### config.mk
export PLATFORM = sky130hd
export DESIGN_NAME = sorted_array_priority_queue_core
export DESIGN_NICKNAME = d
export VERILOG_FILES = /design/src/rtl/spq_pkg.sv /design/src/rtl/spq_cell.sv /design/src/rtl/sorted_array_priority_queue_core.sv
export SDC_FILE = /design/constraint.sdc
export NUM_CORES = 2
export LEC_CHECK = 0
export ABC_CLOCK_PERIOD_IN_PS = 11000
export BUFFER_PORTS_ARGS = -buffer_cell sky130_fd_sc_hd__buf_2
export CORE_UTILIZATION = 45
export CTS_CLUSTER_DIAMETER = 200
export DETAILED_ROUTE_END_ITERATION = 8
export HOLD_SLACK_MARGIN = 0.12
export SYNTH_ARGS = -nofsm -noshare
export SYNTH_HDL_FRONTEND = slang
export SYNTH_SLANG_ARGS = --single-unit
### constraint.sdc
create_clock -name clock -period 11 [get_ports clock]
set_clock_uncertainty 0.2 [all_clocks]
set_input_delay 0.55 -clock clock [delete_from_list [all_inputs] [get_ports clock]]
set_output_delay 0.55 -clock clock [all_outputs]
set_load 0.005 [all_outputs]
### src/rtl/spq_pkg.sv
`timescale 1ns / 1ps

package spq_pkg;

   localparam int QUEUE_DEPTH = 16;
   localparam int COUNT_W     = $clog2(QUEUE_DEPTH + 1);
   localparam int DATA_W      = 32;

   typedef enum logic {
      KIND_PUSH = 1'b0,
      KIND_POP  = 1'b1
   } kind_type;

   typedef enum logic [1:0] {
      STATUS_OK        = 2'd0,
      STATUS_ZERO_VAL  = 2'd1,
      STATUS_FULL      = 2'd2,
      STATUS_POP_EMPTY = 2'd3
   } status_type;

   typedef struct packed {
      logic                     kind;
      logic signed [DATA_W-1:0] value;
   } spq_req_type;

   typedef struct packed {
      logic signed [DATA_W-1:0] popped_value;
      logic signed [DATA_W-1:0] head_value;
      logic [4:0]               entry_count;
      logic                     is_empty;
      logic [1:0]               status;
   } spq_rsp_type;

   // Broadcast to every cell in a cycle
   typedef struct packed {
      logic                     push;
      logic                     pop;
      logic signed [DATA_W-1:0] value;
   } spq_cmd_type;

   // What a cell shows to its neighbors
   typedef struct packed {
      logic signed [DATA_W-1:0] entry;
      logic                     occ;
      logic                     keep;
   } spq_link_type;

endpackage

### src/rtl/spq_cell.sv
`timescale 1ns / 1ps

module spq_cell
   import spq_pkg::*;
(
   input  logic         clock,
   input  logic         reset,
   input  spq_cmd_type  cmd,
   input  spq_link_type left_link,
   input  spq_link_type right_link,
   output spq_link_type own_link
);

   logic signed [DATA_W-1:0] entry_ff, entry_in;
   logic                     occ_ff, occ_in;
   logic                     keep;

   // An occupied entry stays put on a push if it is at least the new value
   assign keep = occ_ff && (entry_ff >= cmd.value);

   always_comb begin
      entry_in = entry_ff;
      occ_in   = occ_ff;
      if (cmd.push) begin
         if (!keep) begin
            entry_in = left_link.keep ? cmd.value : left_link.entry;
         end
         occ_in = occ_ff | left_link.occ;
      end else if (cmd.pop) begin
         entry_in = right_link.entry;
         occ_in   = right_link.occ;
      end
   end

   always_ff @(posedge clock) begin
      if (reset) begin
         entry_ff <= '0;
         occ_ff   <= 1'b0;
      end else begin
         entry_ff <= entry_in;
         occ_ff   <= occ_in;
      end
   end

   assign own_link.entry = entry_ff;
   assign own_link.occ   = occ_ff;
   assign own_link.keep  = keep;

endmodule

### src/rtl/sorted_array_priority_queue_core.sv
`timescale 1ns / 1ps
// Max-priority queue of signed 32-bit values held as a sorted row of cells.
// Request channel (req_valid/req_ready/req_data): kind selects push or pop,
// value is the number to push. Response channel (rsp_valid/rsp_ready/
// rsp_data): one response per request with popped value, head after the
// operation, entry count, empty flag and status.
// Latency: the response is valid on the cycle after the request transaction.
// Throughput: one request per cycle unless a response is stalled; every cell
// compares to the broadcast value and all shift at once, so depth adds no cycles.
// A zero push or a push into a full queue is rejected and leaves the queue
// as it was; a pop of an empty queue returns zero with its own status.
// Reset (synchronous, active high) clears every cell and the count, and
// drops any pending response. When the receiver stalls, the response
// register holds and req_ready goes low until the response is taken.
// Equal values leave in arrival order.

module sorted_array_priority_queue_core
   import spq_pkg::*;
(
   input  logic        clock,
   input  logic        reset,
   input  logic        req_valid,
   output logic        req_ready,
   input  spq_req_type req_data,
   output logic        rsp_valid,
   input  logic        rsp_ready,
   output spq_rsp_type rsp_data
);

   localparam spq_link_type HEAD_LINK = '{entry: '0, occ: 1'b1, keep: 1'b1};
   localparam spq_link_type TAIL_LINK = '{entry: '0, occ: 1'b0, keep: 1'b0};

   logic [COUNT_W-1:0]   count_ff, count_in;
   logic                 rsp_valid_ff, rsp_valid_in;
   spq_rsp_type          rsp_ff, rsp_in;
   logic                 accept;
   spq_cmd_type          cmd;
   status_type           status;
   logic signed [DATA_W-1:0] head_next;
   logic [COUNT_W+4:0]   count_wide;

   spq_link_type cell_link  [QUEUE_DEPTH];
   spq_link_type left_link  [QUEUE_DEPTH];
   spq_link_type right_link [QUEUE_DEPTH];

   assign req_ready = !rsp_valid_ff || rsp_ready;
   assign accept    = req_valid && req_ready;

   always_comb begin
      cmd.push  = 1'b0;
      cmd.pop   = 1'b0;
      cmd.value = req_data.value;
      status    = STATUS_OK;
      if (req_data.kind == KIND_PUSH) begin
         if (req_data.value == '0) begin
            status = STATUS_ZERO_VAL;
         end else if (count_ff >= COUNT_W'(QUEUE_DEPTH)) begin
            status = STATUS_FULL;
         end else begin
            cmd.push = accept;
         end
      end else begin
         if (count_ff == '0) begin
            status = STATUS_POP_EMPTY;
         end else begin
            cmd.pop = accept;
         end
      end
   end

   always_comb begin
      for (int i = 0; i < QUEUE_DEPTH; i++) begin
         left_link[i]  = (i == 0) ? HEAD_LINK : cell_link[(i == 0) ? 0 : i - 1];
         right_link[i] = (i == QUEUE_DEPTH - 1) ? TAIL_LINK
                       : cell_link[(i == QUEUE_DEPTH - 1) ? i : i + 1];
      end
   end

   for (genvar g = 0; g < QUEUE_DEPTH; g++) begin : g_cell
      spq_cell u_cell (
         .clock      (clock),
         .reset      (reset),
         .cmd        (cmd),
         .left_link  (left_link[g]),
         .right_link (right_link[g]),
         .own_link   (cell_link[g])
      );
   end

   // Head after the operation; free cells hold zero so an empty queue reads zero
   always_comb begin
      count_in  = count_ff;
      head_next = cell_link[0].entry;
      if (cmd.push) begin
         count_in  = count_ff + COUNT_W'(1);
         head_next = cell_link[0].keep ? cell_link[0].entry : req_data.value;
      end else if (cmd.pop) begin
         count_in  = count_ff - COUNT_W'(1);
         head_next = cell_link[1].entry;
      end
   end

   assign count_wide = {5'd0, count_in};

   always_comb begin
      rsp_valid_in = rsp_valid_ff;
      rsp_in       = rsp_ff;
      if (accept) begin
         rsp_valid_in        = 1'b1;
         rsp_in.popped_value = cmd.pop ? cell_link[0].entry : '0;
         rsp_in.head_value   = head_next;
         rsp_in.entry_count  = count_wide[4:0];
         rsp_in.is_empty     = (count_in == '0);
         rsp_in.status       = status;
      end else if (rsp_ready) begin
         rsp_valid_in = 1'b0;
      end
   end

   always_ff @(posedge clock) begin
      if (reset) begin
         count_ff     <= '0;
         rsp_valid_ff <= 1'b0;
      end else begin
         count_ff     <= count_in;
         rsp_valid_ff <= rsp_valid_in;
      end
   end

   always_ff @(posedge clock) begin
      rsp_ff <= rsp_in;
   end

   assign rsp_valid = rsp_valid_ff;
   assign rsp_data  = rsp_ff;

endmodule

# Yosys cells after proc, flatten, opt, wreduce, memory -nomap -nowiden
# Index checks and enable logic that the tools add are counted.
# totals
reg_bits	606
out_inout_bits	74
wordCells	235
# classes
add_sub_neg	2
n_lt_le_gt_ge	17
eq_ne	15
n_mux	108
bitwise	15
n_reduce_logical	39
# op_table
op	count
32-bit two-way mux	63
32-bit greater-or-equal comparator	16
1-bit two-way mux	39
32-bit zero test	1
2-bit != test (second input constant)	15
2-bit AND reduction	15
1-bit logical AND	17
1-bit bitwise OR	15
5-bit zero test	2
5-bit two-way mux	2
2-bit two-way mux	4
5-bit by 1-bit adder with 5-bit output (second input constant)	1
5-bit greater-or-equal comparator (second input constant)	1
5-bit by 1-bit subtractor with 5-bit output (second input constant)	1
2-bit nonzero test	2
1-bit zero test	1
1-bit logical OR	1

# Logic depth before layout (Yosys ltp)
# logic_depth
ltp_word	8
ltp_mapped	13

# Cells and area by module
# From an unflattened synthesis, not the netlist that was laid out.
# unflattened
hier_cells	5814
area_unflattened_um2	50228.2
# by_module_without_submodules
mod	instances	cells_each	area_each_um2	seq_area_each_um2
spq_cell	16	345	2922.8	660.6
sorted_array_priority_queue_core	1	294	3463.3	2282.2

# Worst setup path after synthesis
# No wires, ideal clock.
# synth_timing
path_kind	input -> register
start	in rsp_ready
end	reg g_cell[5].u_cell.entry_ff[20]
setup_time_ns	0.075
t_arrival_ns	3.859
required_ns	10.725
setup_slack_ns	6.866
stages	10
path_buffers	3
cell_sequence	nand2b_1 nand2_1 inv_1 nand3_1 nor2_1 clkbuf_1 clkbuf_1 clkbuf_1 a22oi_1 o21ai_0
# synth_via
elab_chain_cells	7
# synth_rtl
item	line_no	source
start, declared	sorted_array_priority_queue_core.sv:26	input logic rsp_ready,
1-bit logical OR *	sorted_array_priority_queue_core.sv:46	assign req_ready = !rsp_valid_ff || rsp_ready;
1-bit logical AND *	sorted_array_priority_queue_core.sv:47	assign accept = req_valid && req_ready;
via accept	sorted_array_priority_queue_core.sv:36	logic accept;
1-bit two-way mux	sorted_array_priority_queue_core.sv:57	end else if (count_ff >= COUNT_W'(QUEUE_DEPTH)) begin
1-bit two-way mux	sorted_array_priority_queue_core.sv:55	if (req_data.value == '0) begin
1-bit two-way mux	sorted_array_priority_queue_core.sv:54	if (req_data.kind == KIND_PUSH) begin
2-bit != test (no source line) or 2-bit nonzero test (tied branches)	-	
2-bit AND reduction (no source line)	-	
end signal, assigned	spq_cell.sv:40	entry_ff <= entry_in;
end, declared	spq_cell.sv:14	logic signed [DATA_W-1:0] entry_ff, entry_in;
# The timed path passes the listed nets; every way through them passes the cells marked *.
# A chain may end at the register's enable or synchronous reset.

# Worst setup path in the final report
# layout_timing
start	in req_data[18] (netlist name)
end	reg g_cell[2].u_cell.entry_ff[15]
# layout_via
elab_chain_cells	5
# layout_rtl
item	line_no	source
start, declared	sorted_array_priority_queue_core.sv:24	input spq_req_type req_data,
32-bit greater-or-equal comparator or 32-bit zero test (tied branches)	spq_cell.sv:19, sorted_array_priority_queue_core.sv:55	
1-bit logical AND or 1-bit two-way mux (tied branches)	spq_cell.sv:19, sorted_array_priority_queue_core.sv:55	
32-bit two-way mux or 1-bit two-way mux (tied branches)	spq_cell.sv:26, sorted_array_priority_queue_core.sv:54	
32-bit two-way mux, or another cell as far along	spq_cell.sv:25	if (!keep) begin
32-bit two-way mux or 2-bit AND reduction (tied branches)	-	
end signal, assigned	spq_cell.sv:40	
end, declared	spq_cell.sv:14	
# Several ways; a longest one is shown, not always the timed one. The select of a mux whose other input is x is not followed.

==> impl_metrics.yaml <==
outcome:
  status: "finished, final reports clean"
place:
  io_buffers: 110
  place.gp.congestion: 0.923
  dp_hpwl_um: 105000
timing:
  rsz0062_at_grt: "no"
  relSlewSlack_pct: 14.5
  finalSetupViolations: 0
  clock.fmax_mhz: 180
  finalHoldViolCount: 0
  worst_slew_pin_slew_ns: 1.28
  fin_crit_ns: 5.56
  slew_viol_final: 0
  tns_ns: 0
  fin_crit_sh_pct: 50.6
finish:
  drive_above_1_share_pct: 9.06
  post-route-util_pct: 50.1
  final_nets: 5196
  syn_to_final_growth_pct: 10.3
synthesis:
  avgSynthCellArea_um2: 8.66
  synth_warnings: 0
  synth_seq_area_share_pct: 31.5
  synth_top_family_by_area: "compound AO/OA/AOI/OAI gates"
  synth_edf_count: 72
  yosys_most_used_dff: "dfxtp_1"
  syn_nets: 5261
  syn_inst: 4710
  synthDistinctLibCells: 74
  synth-simple-area-share_pct: 12.6
  synth_compound_gate_area_share_pct: 28.8
  synth.top_cells.by_area: "dfxtp_1, ha_1, mux2i_1"
  syn-cell-area_um2: 40800
  synth_top_area_share_pct: 26.2
  synth.mux.area_fraction_pct: 5.66
  synth_top_area_cell: "dfxtp_1"
  synth_seq_cells: 606
  synth_xor_area_share_pct: 0.107
  ys_async_sr_fraction_pct: 0
  synth_fa_ha_area_share_pct: 15.8
hold_path:
  hp-class: "input port to register"
die:
  die_w_um: 303
  rows: 110
  die-area_um2: 91800
  core_um2: 89900
  pin_count: 111
  die-height_um: 303
  start_util_pct: 45.4
grt:
  gr-total-overflow: 0
  grt_util_all_layers_pct: 32.3
  antenna_found_initial: 4
  grt_max_degree: 73
  grt_pass1_wl_um: 230000
  grt_pass1_vias: 36700
setup_path:
  cp-start-kind: "input port"
  crit_fanout: 49
  arrival_ns: 5.90
  worstSetupPathType: "input port to register"
  required_ns: 11.34
  cp-end-kind: "register"
  crit_buf_inv: 4
  cp_slowest_stage_delay_ns: 0.99
  crit_slowest_cell: "nor4_1"
  crit_chain: "buf_2 > inv_1 > buf_4 > ha_1 > nand4_1 > nor4_1 > nor2_1 > a31oi_1 > mux2_2 > buf_4 > o221a_2 > a22oi_1 > o21ai_0"
  path_delay_family: "compound AO/OA/AOI/OAI gates"
  crit_path_frequent_cell: "buf_4"
  ff2ff_setup_slack_ns: 5.86
route:
  post-route-drc-count: 0
  wl_per_cell_um: 25.9
  drtAntennaViolNets: 0
  dr.pass1.iters: 7
  vias: 38800
  wl_um: 152000
  drtIter0Drc: 4042
  viasPerCell: 6.61
power:
  seqPwrFrac_pct: 38.5
  p_switching_mw: 2.10
  clkPwrFrac_pct: 41.4
  p_per_area_nw_per_um2: 143
  ir_drop_mv: 0.117
  combPwrFrac_pct: 20.1
  switching_share_pct: 32.7
  p_leak_nw: 18.1
  intPower_mw: 4.32
cts:
  cts-root-buf: "clkbuf_16"
  clkSlewWorstSetupHoldPaths_ns: 0.06
  postCtsSetupRepairBufs: 0
  htreeDepth: 3
  clock-sinks: 606
  clk_latency_ns: 0.64
  cts_tree: "done"
  clk_path_buf_depth: 3
  cts_buffers: 74
  post_cts_resized: 0
job:
  max_cap_violations: 0
-- power groups by stage --
stage	clock, mW	sequential, mW	combinational [mW]
after global routing	2.75	2.49	1.39
final	2.66	2.47	1.29
after CTS	2.67	2.47	1.26
after detailed placement	0	2.52	1.25
after floorplan	0	2.48	0.826
after global placement	0	2.52	1.24
-- flip-flops by register name, summed over array words and instances, names as in the netlist --
register and count:
rsp_valid 1, rsp_data 72, count_ff 5, g_cell.u_cell.entry_ff 512
g_cell.u_cell.occ_ff 16
-- per-stage QoR --
step / hold slack, ns / instances / setup slack, ns / instance area (um2) / power (mW)
after floorplan: 0.232 / 4710 / 6.87 / 40800 / 3.30
after global placement: 0.249 / 5743 / 5.20 / 42400 / 3.76
after detailed placement: 0.259 / 5743 / 5.12 / 42400 / 3.77
after CTS: 0.139 / 5879 / 5.78 / 45000 / 6.40
after global routing: 0.172 / 5879 / 5.32 / 45000 / 6.63
final: 0.166 / 5880 / 5.44 / 45000 / 6.42
-- worst reg2reg max path, cell delays in order (launching register included) --
cell,delay (ns)
dfxtp_1,0.38
ha_1,0.32
nand4_1,0.22
nor4_1,1.10
nor2_1,0.07
a31oi_1,0.41
mux2_2,0.49
buf_4,0.54
o221a_2,1.01
a22oi_1,0.13
o21ai_0,0.17
-- cells by family after synthesis --
| kind of cell | Yosys count |
|---|---|
| buf+inv | 581 |
| fa+ha+maj | 514 |
| xor+xnor | 5 |
| compound gates | 1663 |
| mux | 230 |
| simple gates | 1111 |
| flops | 606 |
-- area by class of cell --
cell class | instances | area [um2]
clock buffer | 106 | 2130
timing repair buffer | 214 | 1340
inverter | 226 | 848
tap | 1176 | 1470
fill | 8547 | 44900
clock inverter | 28 | 410
sequential | 606 | 12900
antenna | 1 | 2.50
multi-input combinational | 3523 | 25900
-- final timing paths --
kind / from / endpoint / cells after the start
worst max-delay path: req_data[18] / g_cell[2].u_cell.entry_ff[15]$_SDFFE_PP0P_ / 13
worst min-delay path: req_data[32] / rsp_data[0]$_DFFE_PP_ / 2
worst max register to register: g_cell[2].u_cell.entry_ff[25]$_SDFFE_PP0P_ / g_cell[2].u_cell.entry_ff[15]$_SDFFE_PP0P_ / 10
worst min register to register: g_cell[15].u_cell.entry_ff[0]$_SDFFE_PP0P_ / g_cell[15].u_cell.entry_ff[0]$_SDFFE_PP0P_ / 1
-- metal layers --
layer / global-route usage, % / part of all wire [%] / up-vias
li1: - / - / 17900
met1: 47.4 / 46 / 18900
met2: 47.4 / 42 / 1833
met3: 6.73 / 9.5 / 277
met4: 8.73 / 2.5 / 6
met5: 0 / 0.028 / -
-- layout by cell type (no fill, tap or decap), drive strengths merged, types with 16 or more instances in the layout --
master,count
nand3,66
a21oi,392
o32ai,65
inv,228
mux2i,226
nor3,88
nor2b,16
a22oi,99
nand2,421
o22ai,33
ha,514
nand4,97
o41ai,35
o31ai,70
a31oi,72
a21o,95
dfxtp,534
nand2b,54
o211ai,58
o2bb2ai,98
edfxtp,72
buf,212
and2,72
a211oi,111
nor2,250
o221ai,96
nor4,26
a311oi,36
a32o,32
a22o,34
clkbuf,106
o21ai,231
a221o,33
-- cell usage after synthesis (69+ instances only) --
cell type and number:
a22oi_1 99, o2bb2ai_1 98, a21oi_1 391, edfxtp_1 72
nand4_1 97, clkbuf_1 294, nor3_1 88, mux2i_1 226
nor2_1 250, a21o_1 94, o31ai_1 69, ha_1 514
inv_1 226, o21ai_0 226, and2_1 71, nand2_1 421
dfxtp_1 534, a211oi_1 111, a31oi_1 72
-- repair_timing --
item                                    in CTS  in global routing
hold buffers                                 2                  0
endpoints found under the hold margin        1                  0
endpoints found under the setup margin       0                  0
(Power assumes the default switching activity.)
